**config.mk**
```make
export PLATFORM = sky130hd
export DESIGN_NAME = ksl_query
export DESIGN_NICKNAME = d
export VERILOG_FILES = /design/src/hdl/ksl_pkg.sv /design/src/hdl/ksl_query.sv
export SDC_FILE = /design/constraint.sdc
export NUM_CORES = 1
export LEC_CHECK = 0
export ABC_AREA = 1
export BUFFER_PORTS_ARGS = -buffer_cell sky130_fd_sc_hd__buf_4
export CAP_MARGIN = 0
export CORE_MARGIN = 2
export CORE_UTILIZATION = 59
export DETAILED_ROUTE_END_ITERATION = 10
export GPL_ROUTABILITY_DRIVEN = 0
export MAX_ROUTING_LAYER = met4
export PLACE_DENSITY_LB_ADDON = 0.05
export SYNTH_ARGS = -nofsm -noshare
export SYNTH_HDL_FRONTEND = slang
export SYNTH_SLANG_ARGS = --single-unit
```
**constraint.sdc**
```tcl
create_clock -name clk_i -period 36 [get_ports clk_i]
set_input_delay 7.2 -clock clk_i [delete_from_list [all_inputs] [get_ports clk_i]]
set_output_delay 7.2 -clock clk_i [all_outputs]
set_load 0.01 [all_outputs]
```
**src/hdl/ksl_pkg.sv**
```systemverilog
// Shared types, defaults and codes for the keyed statistics lookup block.
`default_nettype none
package ksl_pkg;

  localparam int unsigned ENTRY_DEPTH_DEF = 4096;
  localparam int unsigned ID_DEPTH_DEF    = 16384;
  localparam int unsigned LIST_LIMIT_DEF  = 63;

  localparam int unsigned KEY_W   = 64;
  localparam int unsigned CNT_W   = 32;
  localparam int unsigned OWN_W   = 15;
  localparam int unsigned IDENT_W = 32;
  localparam int unsigned INDEX_W = 12;
  localparam int unsigned LIM_W   = 6;

  typedef enum logic [1:0] {
    FUNC_LOAD_ENTRY = 2'd0,
    FUNC_LOAD_ID    = 2'd1,
    FUNC_QUERY      = 2'd2,
    FUNC_NONE       = 2'd3
  } func_e;

  localparam logic KIND_STATS = 1'b0;
  localparam logic KIND_ID    = 1'b1;

  typedef struct packed {
    logic [CNT_W-1:0] white;
    logic [CNT_W-1:0] black;
    logic [CNT_W-1:0] draw;
  } stats_t;

  typedef struct packed {
    logic               valid;
    logic               kind;
    logic               found;
    logic [INDEX_W-1:0] index;
    stats_t             stats;
    logic [IDENT_W-1:0] ident;
    logic               last;
  } result_t;

endpackage
`default_nettype wire

```
**src/hdl/ksl_query.sv**
```systemverilog
// Query sequencer: lower-bound binary search, slice bounds, identifier listing, output register.
`default_nettype none
module ksl_query #(
  parameter int unsigned ENTRY_DEPTH = 4096,
  parameter int unsigned ID_DEPTH    = 16384,
  localparam int unsigned EAW = $clog2(ENTRY_DEPTH),
  localparam int unsigned ECW = $clog2(ENTRY_DEPTH + 1),
  localparam int unsigned IAW = $clog2(ID_DEPTH),
  localparam int unsigned OW  = $clog2(ID_DEPTH + 1)
) (
  input  wire logic                       clk_i,
  input  wire logic                       rst_ni,
  input  wire logic                       start_i,
  input  wire logic [ksl_pkg::KEY_W-1:0]  key_i,
  output logic                            busy_o,
  input  wire logic [ECW-1:0]             ent_count_i,
  input  wire logic [OW-1:0]              id_count_i,
  input  wire logic [ksl_pkg::LIM_W-1:0]  max_ids_i,
  output logic                            ent_rd_en_o,
  output logic [EAW-1:0]                  ent_rd_addr_o,
  input  wire logic [ksl_pkg::KEY_W-1:0]  ent_key_i,
  input  wire ksl_pkg::stats_t            ent_stats_i,
  input  wire logic [OW-1:0]              ent_end_i,
  output logic                            id_rd_en_o,
  output logic [IAW-1:0]                  id_rd_addr_o,
  input  wire logic [ksl_pkg::IDENT_W-1:0] id_data_i,
  input  wire logic                       out_ready_i,
  output ksl_pkg::result_t                res_o
);
  import ksl_pkg::*;

  localparam int unsigned SW = EAW + 1;
  localparam int unsigned DW = (OW > LIM_W) ? OW : LIM_W;

  typedef enum logic [3:0] {
    ST_IDLE,
    ST_SEARCH,
    ST_PROBE,
    ST_FETCH,
    ST_FIRST,
    ST_CALC,
    ST_STAT,
    ST_LIST_RD,
    ST_LIST_OUT
  } state_e;

  state_e           state_q;
  logic [KEY_W-1:0] key_q;
  logic [EAW-1:0]   lo_q, hi_q, mid_q;
  logic             found_q;
  stats_t           stats_q;
  logic [OW-1:0]    first_q, stop_q, ptr_q;
  logic [LIM_W-1:0] cnt_q, rem_q;
  result_t          res_q;

  logic [SW-1:0]    mid_sum;
  logic [EAW-1:0]   mid;
  logic [OW-1:0]    stop_c, diff_c;
  logic [DW-1:0]    diff_w;
  logic [LIM_W-1:0] cnt_c;
  logic             out_free;
  logic             res_load;
  logic             match;

  assign mid_sum  = SW'(lo_q) + SW'(hi_q);
  assign mid      = mid_sum[SW-1:1];
  assign stop_c   = (stop_q > id_count_i) ? id_count_i : stop_q;
  assign diff_c   = (stop_c > first_q) ? stop_c - first_q : '0;
  assign diff_w   = DW'(diff_c);
  assign cnt_c    = (diff_w > DW'(max_ids_i)) ? max_ids_i : LIM_W'(diff_w);
  assign out_free = !res_q.valid || out_ready_i;
  assign res_load = out_free && ((state_q == ST_STAT) || (state_q == ST_LIST_OUT));
  assign match    = (ent_key_i == key_q);

  always_comb begin
    ent_rd_en_o   = 1'b0;
    ent_rd_addr_o = lo_q;
    id_rd_en_o    = 1'b0;
    id_rd_addr_o  = ptr_q[IAW-1:0];
    case (state_q)
      ST_SEARCH: begin
        ent_rd_en_o   = 1'b1;
        ent_rd_addr_o = (lo_q < hi_q) ? mid : lo_q;
      end
      ST_FETCH: begin
        ent_rd_en_o   = match && (lo_q != '0);
        ent_rd_addr_o = lo_q - 1'b1;
      end
      ST_LIST_RD: begin
        id_rd_en_o = 1'b1;
      end
      default: begin
      end
    endcase
  end

  always_ff @(posedge clk_i or negedge rst_ni) begin
    if (!rst_ni) begin
      state_q     <= ST_IDLE;
      res_q.valid <= 1'b0;
    end else begin
      if (res_load) begin
        res_q.valid <= 1'b1;
      end else if (out_ready_i) begin
        res_q.valid <= 1'b0;
      end
      case (state_q)
        ST_IDLE: begin
          if (start_i) begin
            key_q <= key_i;
            lo_q  <= '0;
            if (ent_count_i == '0) begin
              found_q <= 1'b0;
              stats_q <= '0;
              cnt_q   <= '0;
              state_q <= ST_STAT;
            end else begin
              hi_q    <= EAW'(ent_count_i - 1'b1);
              state_q <= ST_SEARCH;
            end
          end
        end
        ST_SEARCH: begin
          if (lo_q < hi_q) begin
            mid_q   <= mid;
            state_q <= ST_PROBE;
          end else begin
            state_q <= ST_FETCH;
          end
        end
        ST_PROBE: begin
          if (ent_key_i < key_q) begin
            lo_q <= mid_q + 1'b1;
          end else begin
            hi_q <= mid_q;
          end
          state_q <= ST_SEARCH;
        end
        ST_FETCH: begin
          if (match) begin
            found_q <= 1'b1;
            stats_q <= ent_stats_i;
            stop_q  <= ent_end_i;
            if (lo_q == '0) begin
              first_q <= '0;
              state_q <= ST_CALC;
            end else begin
              state_q <= ST_FIRST;
            end
          end else begin
            found_q <= 1'b0;
            stats_q <= '0;
            cnt_q   <= '0;
            state_q <= ST_STAT;
          end
        end
        ST_FIRST: begin
          first_q <= ent_end_i;
          state_q <= ST_CALC;
        end
        ST_CALC: begin
          cnt_q   <= cnt_c;
          ptr_q   <= first_q;
          state_q <= ST_STAT;
        end
        ST_STAT: begin
          if (out_free) begin
            res_q.kind  <= KIND_STATS;
            res_q.found <= found_q;
            res_q.index <= INDEX_W'(lo_q);
            res_q.stats <= stats_q;
            res_q.ident <= '0;
            res_q.last  <= (cnt_q == '0);
            rem_q       <= cnt_q;
            state_q     <= (cnt_q == '0) ? ST_IDLE : ST_LIST_RD;
          end
        end
        ST_LIST_RD: begin
          state_q <= ST_LIST_OUT;
        end
        ST_LIST_OUT: begin
          if (out_free) begin
            res_q.kind  <= KIND_ID;
            res_q.found <= 1'b1;
            res_q.index <= INDEX_W'(lo_q);
            res_q.stats <= '0;
            res_q.ident <= id_data_i;
            res_q.last  <= (rem_q == LIM_W'(1));
            ptr_q       <= ptr_q + 1'b1;
            rem_q       <= rem_q - 1'b1;
            state_q     <= (rem_q == LIM_W'(1)) ? ST_IDLE : ST_LIST_RD;
          end
        end
        default: begin
          state_q <= ST_IDLE;
        end
      endcase
    end
  end

  assign busy_o = (state_q != ST_IDLE);
  assign res_o  = res_q;

endmodule
`default_nettype wire
```
==> results of run 1 <==
-- worst paths after layout --
kind | startpoint | to | slack (ns) | cells after the start
max in group asynchronous | rst_ni | res_o[143]$_DFFE_PN0P_ | 29.38 | 1
hold reg to reg | stats_q[46]$_SDFFCE_PN0P_ | res_o[79]$_SDFFCE_PP0P_ | 0.54 | 2
setup reg to reg | stop_q[2]$_DFFE_PP_ | cnt_q[0]$_SDFFCE_PN0P_ | 30.30 | 28
hold / removal | stats_q[46]$_SDFFCE_PN0P_ | res_o[79]$_SDFFCE_PP0P_ | 0.54 | 2
min in group asynchronous | rst_ni | state_q[3]$_DFFE_PN0P_ | 6.48 | 1
setup / recovery | ent_key_i[47] | ent_rd_en_o | 19.12 | 13
-- flip-flops by register name, indices dropped and copies added (netlist names) --
register  flops
state_q       4
res_o       144
hi_q         12
rem_q         6
cnt_q         6
stats_q      96
lo_q         12
key_q        64
ptr_q        14
found_q       1
mid_q        12
stop_q       15
first_q      15
-- placed cells by master, fill, tap and decap left out, types with 15 or more instances in the layout --
cell / n
inv_1: 498
buf_4: 493
edfxtp_1: 396
nor2_1: 329
nand2_1: 291
ha_1: 129
a21oi_1: 81
o21ai_0: 78
nand3_1: 57
clkbuf_16: 41
nor3_1: 25
nor2_4: 22
nand4_1: 21
xor2_1: 17
clkbuf_1: 15
-- final cells by class --
class                   instances  area [sq um]  area share
inverters                     501          1880      0.0731
multi-input cells            1129          6300       0.245
well taps                     455           569      0.0221
repair buffers                493          3700       0.144
clock buffers                  57          1100      0.0426
diodes                          4          10.0    0.000389
clock inverters                19           166     0.00646
flip-flops and latches        401         12000       0.467
-- worst reg2reg max path: cells and delay by family (launching register included) --
family                   cells  cell delay (ns)
AND/OR/NAND/NOR             16             2.35
AO/OA/AOI/OAI                9             1.62
adder cells (fa/ha/maj)      3             1.07
flip-flops                   1             0.41
-- cells by family (layout without fill, tap and decap cells) --
| group | count (synthesis) | after routing | synth area share |
|---|---|---|---|
| AND/OR/NAND/NOR | 779 | 779 | 0.165 |
| buffers and inverters | 537 | 1070 | 0.101 |
| flip-flops | 401 | 401 | 0.590 |
| AO/OA/AOI/OAI | 193 | 193 | 0.0514 |
| adder cells (fa/ha/maj) | 131 | 131 | 0.0813 |
| XOR/XNOR | 26 | 26 | 0.0112 |
| other | 0 | 4 | 0 |
-- per-layer routing --
metal,part of all wire,vias up,GRT usage
met2,0.51,661,0.519
met1,0.37,7234,0.335
met3,0.087,103,0.0670
met5,0,-,-
met4,0.034,0,0.107
li1,-,7638,-
-- power by group --
part           switching [mW]  leakage (nW)  total, mW  internal (mW)
registers              0.0308          3.62      0.651          0.620
logic                   0.229          7.99      0.361          0.132
clock network           0.176         0.605      0.405          0.229
-- metrics by stage --
stage,power (mW),hold slack (ns)
6_report,1.42,0.543
3_3_place_gp,1.00,0.521
3_5_place_dp,1.02,0.530
2_1_floorplan,0.877,0.482
5_1_grt,1.49,0.561
4_1_cts,1.42,0.545
==> flow_metrics.tcl, run 1 <==
set metrics [dict create \
    die_w_microns 190 \
    crit_buf_inv 3 \
    synth_top_area_share 0.584 \
    fin_util 0.751 \
    gr-usage-all-layers 0.297 \
    slew_violations 0 \
    design.die.area_sq_mm 0.0360 \
    clkTransAtPathRegs_ns 0.06 \
    yosysWarnings 0 \
    finClkSkew_ns 0.0248 \
    dp_hpwl_microns 39900 \
    required_ns 28.80 \
    synth.net_count 2507 \
    place_inst 2979 \
    synthArstFlopShare 0.0125 \
    cts_hold_buf 0 \
    crit_fanout 35 \
    clock-root-buffer "clkbuf_16" \
    yosys.area.top_type "edfxtp_1" \
    ys_seq_area_frac 0.590 \
    finalHoldViolations 0 \
    io_pins 482 \
    cts_resized 0 \
    grt-ovfl-total 0 \
    p_leak_nw 12.2 \
    synth-seq-cells 401 \
    synth_edf_count 396 \
    wl_microns 52300 \
    synth_cells 2067 \
    grt_max_degree 88 \
    crit_type "in2out" \
    start_util 0.594 \
    vdd_drop_max_v 0.0000405 \
    clk_latency_ns 0.56 \
    setup_tns_ns 0 \
    ant_nets 0 \
    startpoint_type "input pin" \
    fin_crit_sh 0.469 \
    grt_pass1_wl_microns 79900 \
    rsz0062_at_grt "false" \
    yosys.cell_types.count 43 \
    setup_slack_ns 19.12 \
    syn_area_sq_mm 0.0204 \
    setup_viol 0 \
    maxCapViolCount 0 \
    cpMaxStageDelayCell "nor3_1" \
    worst_setup_path_end_kind "output port" \
    clock-sinks 401 \
    core_sq_mm 0.0343 \
    design_area_sq_mm 0.0257 \
    drc 0 \
    synth_common_cells "inv_1 (498), edfxtp_1 (396), nor2_1 (330)" \
    wire_per_inst_microns 17.1 \
    grt_pass1_vias 15700 \
    hp-class "reg2reg" \
    drt-vias-per-instance 5.11 \
    fp.dieH_microns 190 \
    vias 15600 \
    worstPathArrival_ns 9.68 \
    status "completed" \
    synth_area_leaders "edfxtp_1 (58%), inv_1 (9.2%), ha_1 (7.9%)" \
    drive_gt1_frac 0.226 \
    power_density_mw_per_mm2 55.0 \
    cts_setup_buffers 0 \
    finalCriticalPeriod_ns 16.88 \
    h-tree-depth 2 \
    instances_no_fill 3059 \
    drtIter0Drc 1055 \
    avgSynthCellArea_sq_um 9.85 \
    tightest_slew_ns 1.10 \
    slowest_delay_ns 0.33 \
    port_buffers 481 \
    fmax_mhz 59.2 \
    dp_slack_ns 19.13 \
    path_delay_family "simple AND/OR/NAND/NOR gates" \
    dr.pass1.iters 5 \
    crit_top_cell "nand2_1" \
    row_count 68 \
    area_growth_pct 26.5 \
    antenna_found_initial 4 \
    clockBufferDepth 3 \
    fin_nets 3007 \
    yosysMostFrequentCell "inv_1" \
    fillers 2406 \
    placed_area_sq_mm 0.0245 \
    cts_inserted_buffers 41 \
    crit_chain "buf_4, ha_1, nand2_1, nor2_1, nand2_1, nor3_1, nand2_1, nor3_2, nand3_2, nor2_4, inv_4, o21ai_0, buf_4" \
    slew_headroom 0.263 \
    cts_tree "built" \
    ys.flop_type "edfxtp_1" \
]
Note: power is estimated with default switching activity, not from simulation.
==> run 2, diff against run 1 <==
--- a/config.mk
+++ b/config.mk
@@ -9,7 +9,7 @@
 export BUFFER_PORTS_ARGS = -buffer_cell sky130_fd_sc_hd__buf_4
 export CAP_MARGIN = 0
 export CORE_MARGIN = 2
-export CORE_UTILIZATION = 59
+export CORE_UTILIZATION = 55
 export DETAILED_ROUTE_END_ITERATION = 10
 export GPL_ROUTABILITY_DRIVEN = 0
 export MAX_ROUTING_LAYER = met4
==> constraint.sdc (replaced) <==
create_clock -name clk_i -period 16.67 [get_ports clk_i]
set_input_delay 3.334 -clock clk_i [delete_from_list [all_inputs] [get_ports clk_i]]
set_output_delay 3.334 -clock clk_i [all_outputs]
set_load 0.01 [all_outputs]
==> run 2 against run 1 <==
  * Wire length is 0.14% higher
  * Critical path depth unchanged
  * Via count decreased by 0.81%
  * Clock power is 130% higher
  * Die area up 7.1%
  * Final cell count is 0.42% higher
  * Count of clock-buffer cells in the layout did not move
  * Non-clock buffer count decreased by 2
  * Largest power group unchanged
==> flow_metrics.tcl, run 2 (synthesized netlist as in run 1, its figures left out) <==
set metrics [dict create \
    rsz0062_at_grt "false" \
    grt-ovfl-total 0 \
    hp-start "stats_q[28]$_SDFFCE_PN0P_" \
    largest_reg_flops 144 \
    clk_latency_ns 0.59 \
    placed_area_sq_mm 0.0245 \
    dr.pass1.iters 5 \
    place_inst 2990 \
    fin_nets 3007 \
    cts_setup_buffers 0 \
    design.die.area_sq_mm 0.0386 \
    setup_slack_ns 7.70 \
    finalCriticalPeriod_ns 8.97 \
    cts_hold_buf 0 \
    slowest_delay_ns 0.29 \
    final_cell_mix "inv_1 (498), buf_4 (490), edfxtp_1 (396), nor2_1 (329), nand2_1 (291)" \
    gr-usage-all-layers 0.279 \
    finalHoldViolations 0 \
    layout_commonest_cell "inv_1" \
    drive_gt1_frac 0.228 \
    design_area_sq_mm 0.0259 \
    startpoint_type "input pin" \
    timing.hold.ws_ns 0.540 \
    worst_setup_path_end_kind "output port" \
    grt_pass1_vias 15600 \
    grt_max_degree 150 \
    wire_per_inst_microns 17.0 \
    fin_crit_sh 0.538 \
    fin_util 0.708 \
    drt-vias-per-instance 5.05 \
    setup_tns_ns 0 \
    io_pins 482 \
    drtIter0Drc 1143 \
    cp.depth 13 \
    fmax_mhz 111 \
    cpMaxStageDelayCell "ha_1" \
    cts_resized 0 \
    port_buffers 481 \
    hp-class "reg2reg" \
    h-tree-depth 2 \
    area_growth_pct 27.0 \
    vdd_drop_max_v 0.0000905 \
    instances_no_fill 3072 \
    finClkSkew_ns 0.0262 \
    status "completed" \
    path_delay_family "simple AND/OR/NAND/NOR gates" \
    clock-sinks 401 \
    slew_headroom 0.182 \
    fp.dieH_microns 196 \
    drc 0 \
    dp_hpwl_microns 39600 \
    core_sq_mm 0.0365 \
    r2r-start "stop_q[2]$_DFFE_PP_" \
    p_total_mw 3.11 \
    cts_tree "built" \
    ff2ff_path_depth 29 \
    clockBufferDepth 3 \
    vias 15500 \
    worstPathArrival_ns 5.64 \
    setup_viol 0 \
    clock-root-buffer "clkbuf_16" \
    startpoint "ent_key_i[63]" \
    grt_pass1_wl_microns 80700 \
    required_ns 13.34 \
    p_leak_nw 12.3 \
    die_w_microns 196 \
    cts_inserted_buffers 43 \
    wl_microns 52300 \
    dp_slack_ns 7.68 \
    ant_nets 0 \
    crit_top_cell "nand2_1" \
    maxCapViolCount 0 \
    start_util 0.557 \
    holdPathStages 2 \
    power_density_mw_per_mm2 120 \
    crit_chain "buf_4, ha_1, nand2_1, nor2_2, nand2_1, nor3_2, nand2_1, nor3_2, nand3_2, nor2_4, inv_4, o21ai_0, buf_4" \
    crit_buf_inv 3 \
    row_count 70 \
    crit_fanout 50 \
    crit_type "in2out" \
    tightest_slew_ns 1.23 \
    clkTransAtPathRegs_ns 0.06 \
    slew_violations 0 \
    antenna_found_initial 3 \
    fillers 2691 \
]
[run 2: routing by layer]
| metal | global-route usage | vias up | part of all wire |
|---|---|---|---|
| met2 | 0.476 | 600 | 0.49 |
| met4 | 0.111 | 0 | 0.037 |
| li1 | - | 7641 | - |
| met3 | 0.0695 | 109 | 0.089 |
| met5 | - | - | 0 |
| met1 | 0.316 | 7160 | 0.38 |
[run 2: area by class of cell]
class / count / area, sq um / share of cell area
sequential: 401 / 12000 / 0.465
clock buffer: 57 / 1130 / 0.0437
clock inverter: 22 / 228 / 0.00881
antenna: 3 / 7.51 / 0.000290
multi-input combinational: 1129 / 6300 / 0.244
timing repair buffer: 491 / 3700 / 0.143
inverter: 501 / 1880 / 0.0728
tap: 468 / 586 / 0.0227
[run 2: worst paths after layout]
kind                                      endpoint  slack (ns)
max                                    ent_rd_en_o        7.70
min                        res_o[61]$_SDFFCE_PP0P_        0.54
max reg2reg                 cnt_q[2]$_SDFFCE_PN0P_       11.15
min reg2reg                res_o[61]$_SDFFCE_PP0P_        0.54
max in group asynchronous   state_q[0]$_DFFE_PN0P_       13.97
min in group asynchronous   res_o[143]$_DFFE_PN0P_        2.55
[run 2: where the power goes]
part           switching [mW]  internal, mW
Combinational           0.488         0.285
Clock                   0.402         0.530
Sequential             0.0660          1.34
[run 2: worst reg2reg max path: cells and delay by family (launching register included)]
family / cells / cell delay, ns
AOI/OAI and AO/OA: 8 / 1.23
and+or+nand+nor: 18 / 2.58
DFF: 1 / 0.39
adders and majority gates: 3 / 1.06
==> run 3, diff against run 2 <==
--- a/config.mk
+++ b/config.mk
@@ -5,11 +5,11 @@
 export SDC_FILE = /design/constraint.sdc
 export NUM_CORES = 1
 export LEC_CHECK = 0
-export ABC_AREA = 1
+export ABC_AREA = 0
 export BUFFER_PORTS_ARGS = -buffer_cell sky130_fd_sc_hd__buf_4
 export CAP_MARGIN = 0
 export CORE_MARGIN = 2
-export CORE_UTILIZATION = 55
+export CORE_UTILIZATION = 54
 export DETAILED_ROUTE_END_ITERATION = 10
 export GPL_ROUTABILITY_DRIVEN = 0
 export MAX_ROUTING_LAYER = met4
==> constraint.sdc (replaced) <==
create_clock -name clk_i -period 8.6 [get_ports clk_i]
set_input_delay 1.72 -clock clk_i [delete_from_list [all_inputs] [get_ports clk_i]]
set_output_delay 1.72 -clock clk_i [all_outputs]
set_load 0.01 [all_outputs]
==> run 3 against run 2 <==
  * Combinational power increased by 79%
  * Die area shrank 2.4%
  * Critical endpoint is now cnt_q[4]$_SDFFCE_PN0P_
  * Clock power increased by 91%
  * Total power up 85%
==> flow_metrics.tcl, run 3 <==
set metrics [dict create \
    synth_top_area_share 0.610 \
    p_leak_nw 10.5 \
    finClkSkew_ns 0.0236 \
    dp_slack_ns 0.827 \
    startpoint_type "input pin" \
    clock-sinks 401 \
    wire_per_inst_microns 18.8 \
    clockBufferDepth 3 \
    finalHoldViolations 0 \
    grt_pass1_wl_microns 73700 \
    crit_fanout 15 \
    area_growth_pct 28.3 \
    place_inst 2468 \
    slowest_delay_ns 0.46 \
    yosys.cell_types.count 66 \
    tightest_slew_ns 1.00 \
    multi_input_comb_area_sq_mm 0.00681 \
    required_ns 8.89 \
    yosysMostFrequentCell "edfxtp_1" \
    synth_area_leaders "edfxtp_1 (61%), ha_1 (8.3%), and2_1 (4.4%)" \
    synth_cells 1557 \
    slew_headroom 0.331 \
    setup_tns_ns 0 \
    io_pins 482 \
    setup_slack_ns 1.33 \
    drc 0 \
    core_sq_mm 0.0356 \
    synth_edf_count 396 \
    cpMaxStageDelayCell "o21ai_1" \
    row_count 69 \
    drtIter0Drc 828 \
    p_total_mw 5.76 \
    ys_seq_area_frac 0.617 \
    instances_no_fill 2549 \
    holdPathStages 1 \
    h-tree-depth 2 \
    p_comb_frac 0.239 \
    synth-seq-cells 401 \
    clkPwrFrac 0.310 \
    fin_nets 2492 \
    synth.net_count 1997 \
    cts_inserted_buffers 43 \
    dr.pass1.iters 5 \
    largest_reg_flops 144 \
    drt-vias-per-instance 5.32 \
    maxCapViolCount 0 \
    gr-usage-all-layers 0.260 \
    design.die.area_sq_mm 0.0376 \
    clk_latency_ns 0.58 \
    die_w_microns 194 \
    avgSynthCellArea_sq_um 12.5 \
    cts_resized 0 \
    cts_setup_buffers 0 \
    fp.dieH_microns 194 \
    timing.hold.ws_ns 0.502 \
    setup_viol 0 \
    rsz0062_at_grt "false" \
    placed_area_sq_mm 0.0236 \
    grt_pass1_vias 13600 \
    power_density_mw_per_mm2 230 \
    wl_microns 48000 \
    syn_area_sq_mm 0.0195 \
    vdd_drop_max_v 0.000172 \
    clock-root-buffer "clkbuf_16" \
    ant_nets 0 \
    synthArstFlopShare 0.0125 \
    design_area_sq_mm 0.0250 \
    fin_crit_sh 0.845 \
    p_sw_frac 0.295 \
    yosysWarnings 0 \
    status "completed" \
    layout_commonest_cell "buf_4" \
    grt-ovfl-total 0 \
    port_buffers 481 \
    final_cell_mix "buf_4 (493), edfxtp_1 (396), inv_1 (141), and2_1 (135), ha_1 (129)" \
    synth_common_cells "edfxtp_1 (396), inv_1 (142), and2_1 (136)" \
    antenna_found_initial 0 \
    yosys.area.top_type "edfxtp_1" \
    vias 13600 \
    worst_setup_path_end_kind "flip-flop" \
    fmax_mhz 138 \
    seq_power_share 0.452 \
    worstPathArrival_ns 7.56 \
    dp_hpwl_microns 35900 \
    start_util 0.548 \
    fillers 2565 \
    power.internal_mw 4.06 \
    cts_hold_buf 0 \
    slew_violations 0 \
    clkTransAtPathRegs_ns 0.06 \
    final-seq-area_sq_mm 0.0120 \
    finalCriticalPeriod_ns 7.27 \
    ff2ff_path_depth 28 \
    crit_type "in2reg" \
    cts_tree "built" \
    drive_gt1_frac 0.283 \
    fin_util 0.703 \
    grt_max_degree 100 \
    hp-class "reg2reg" \
    ys.flop_type "edfxtp_1" \
    p_switching_mw 1.70 \
]
[run 3: changes by cell type in the layout (fill, tap and decap cells not counted), sizes merged, moves of 13 or more]
cell | before | now
mux2 | 0 | 16
and2 | 2 | 136
nor2b | 1 | 107
a21o | 0 | 30
inv | 502 | 144
xnor2 | 9 | 26
a21oi | 81 | 60
o21ai | 78 | 62
nand2 | 291 | 80
and3 | 1 | 28
nor2 | 354 | 79
nand3 | 60 | 24
nand2b | 0 | 13
[run 3: cells by family (layout without fill, tap and decap cells)]
kind of cell	after synthesis	count (layout)	synth area share
buffers and inverters	185	714	0.0361
AO/OA/AOI/OAI	223	223	0.0741
AND/OR/NAND/NOR	546	546	0.154
adder cells (fa/ha/maj)	131	131	0.0849
XOR/XNOR	53	53	0.0238
multiplexers	18	18	0.0103
other	0	2	0
flip-flops	401	401	0.617
[run 3: layout make-up]
type / instances / share of cell area
Sequential cell: 401 / 0.481
Multi-Input combinational cell: 971 / 0.272
Timing Repair Buffer: 493 / 0.148
Clock buffer: 49 / 0.0439
Tap cell: 461 / 0.0231
Inverter: 142 / 0.0214
Clock inverter: 30 / 0.0104
Antenna cell: 2 / 0.000200
[run 3: per-layer routing]
layer	vias up	global-route usage	routed length [microns]
met4	0	0.105	2010
li1	6561	-	-
met2	481	0.441	24100
met1	6421	0.298	18300
met3	110	0.0635	3620
met5	-	-	0
[run 3: worst paths after layout]
check	from	to	slack, ns
max reg2reg	stop_q[1]$_DFFE_PP_	cnt_q[4]$_SDFFCE_PN0P_	2.16
max	id_count_i[1]	cnt_q[4]$_SDFFCE_PN0P_	1.33
max in group asynchronous	rst_ni	state_q[0]$_DFFE_PN0P_	7.45
min in group asynchronous	rst_ni	res_o[143]$_DFFE_PN0P_	0.98
min	found_q$_SDFFCE_PN0P_	res_o[141]$_SDFFCE_PP1P_	0.50
min reg2reg	found_q$_SDFFCE_PN0P_	res_o[141]$_SDFFCE_PP1P_	0.50
[run 3: power groups by stage]
stage | Sequential [mW] | Combinational [mW] | Clock [mW]
2_1_floorplan | 2.63 | 0.810 | 0
3_3_place_gp | 2.63 | 1.33 | 0
3_5_place_dp | 2.64 | 1.37 | 0
4_1_cts | 2.60 | 1.38 | 1.82
5_1_grt | 2.62 | 1.52 | 1.90
6_report | 2.60 | 1.38 | 1.78
[run 3: critical path: cells and delay by family]
| family | cells | cell delay [ns] |
|---|---|---|
| AOI/OAI and AO/OA | 15 | 2.94 |
| and+or+nand+nor | 8 | 1.22 |
| adders and majority gates | 3 | 1.01 |
| buffers and inverters | 3 | 0.32 |
| muxes | 1 | 0.30 |
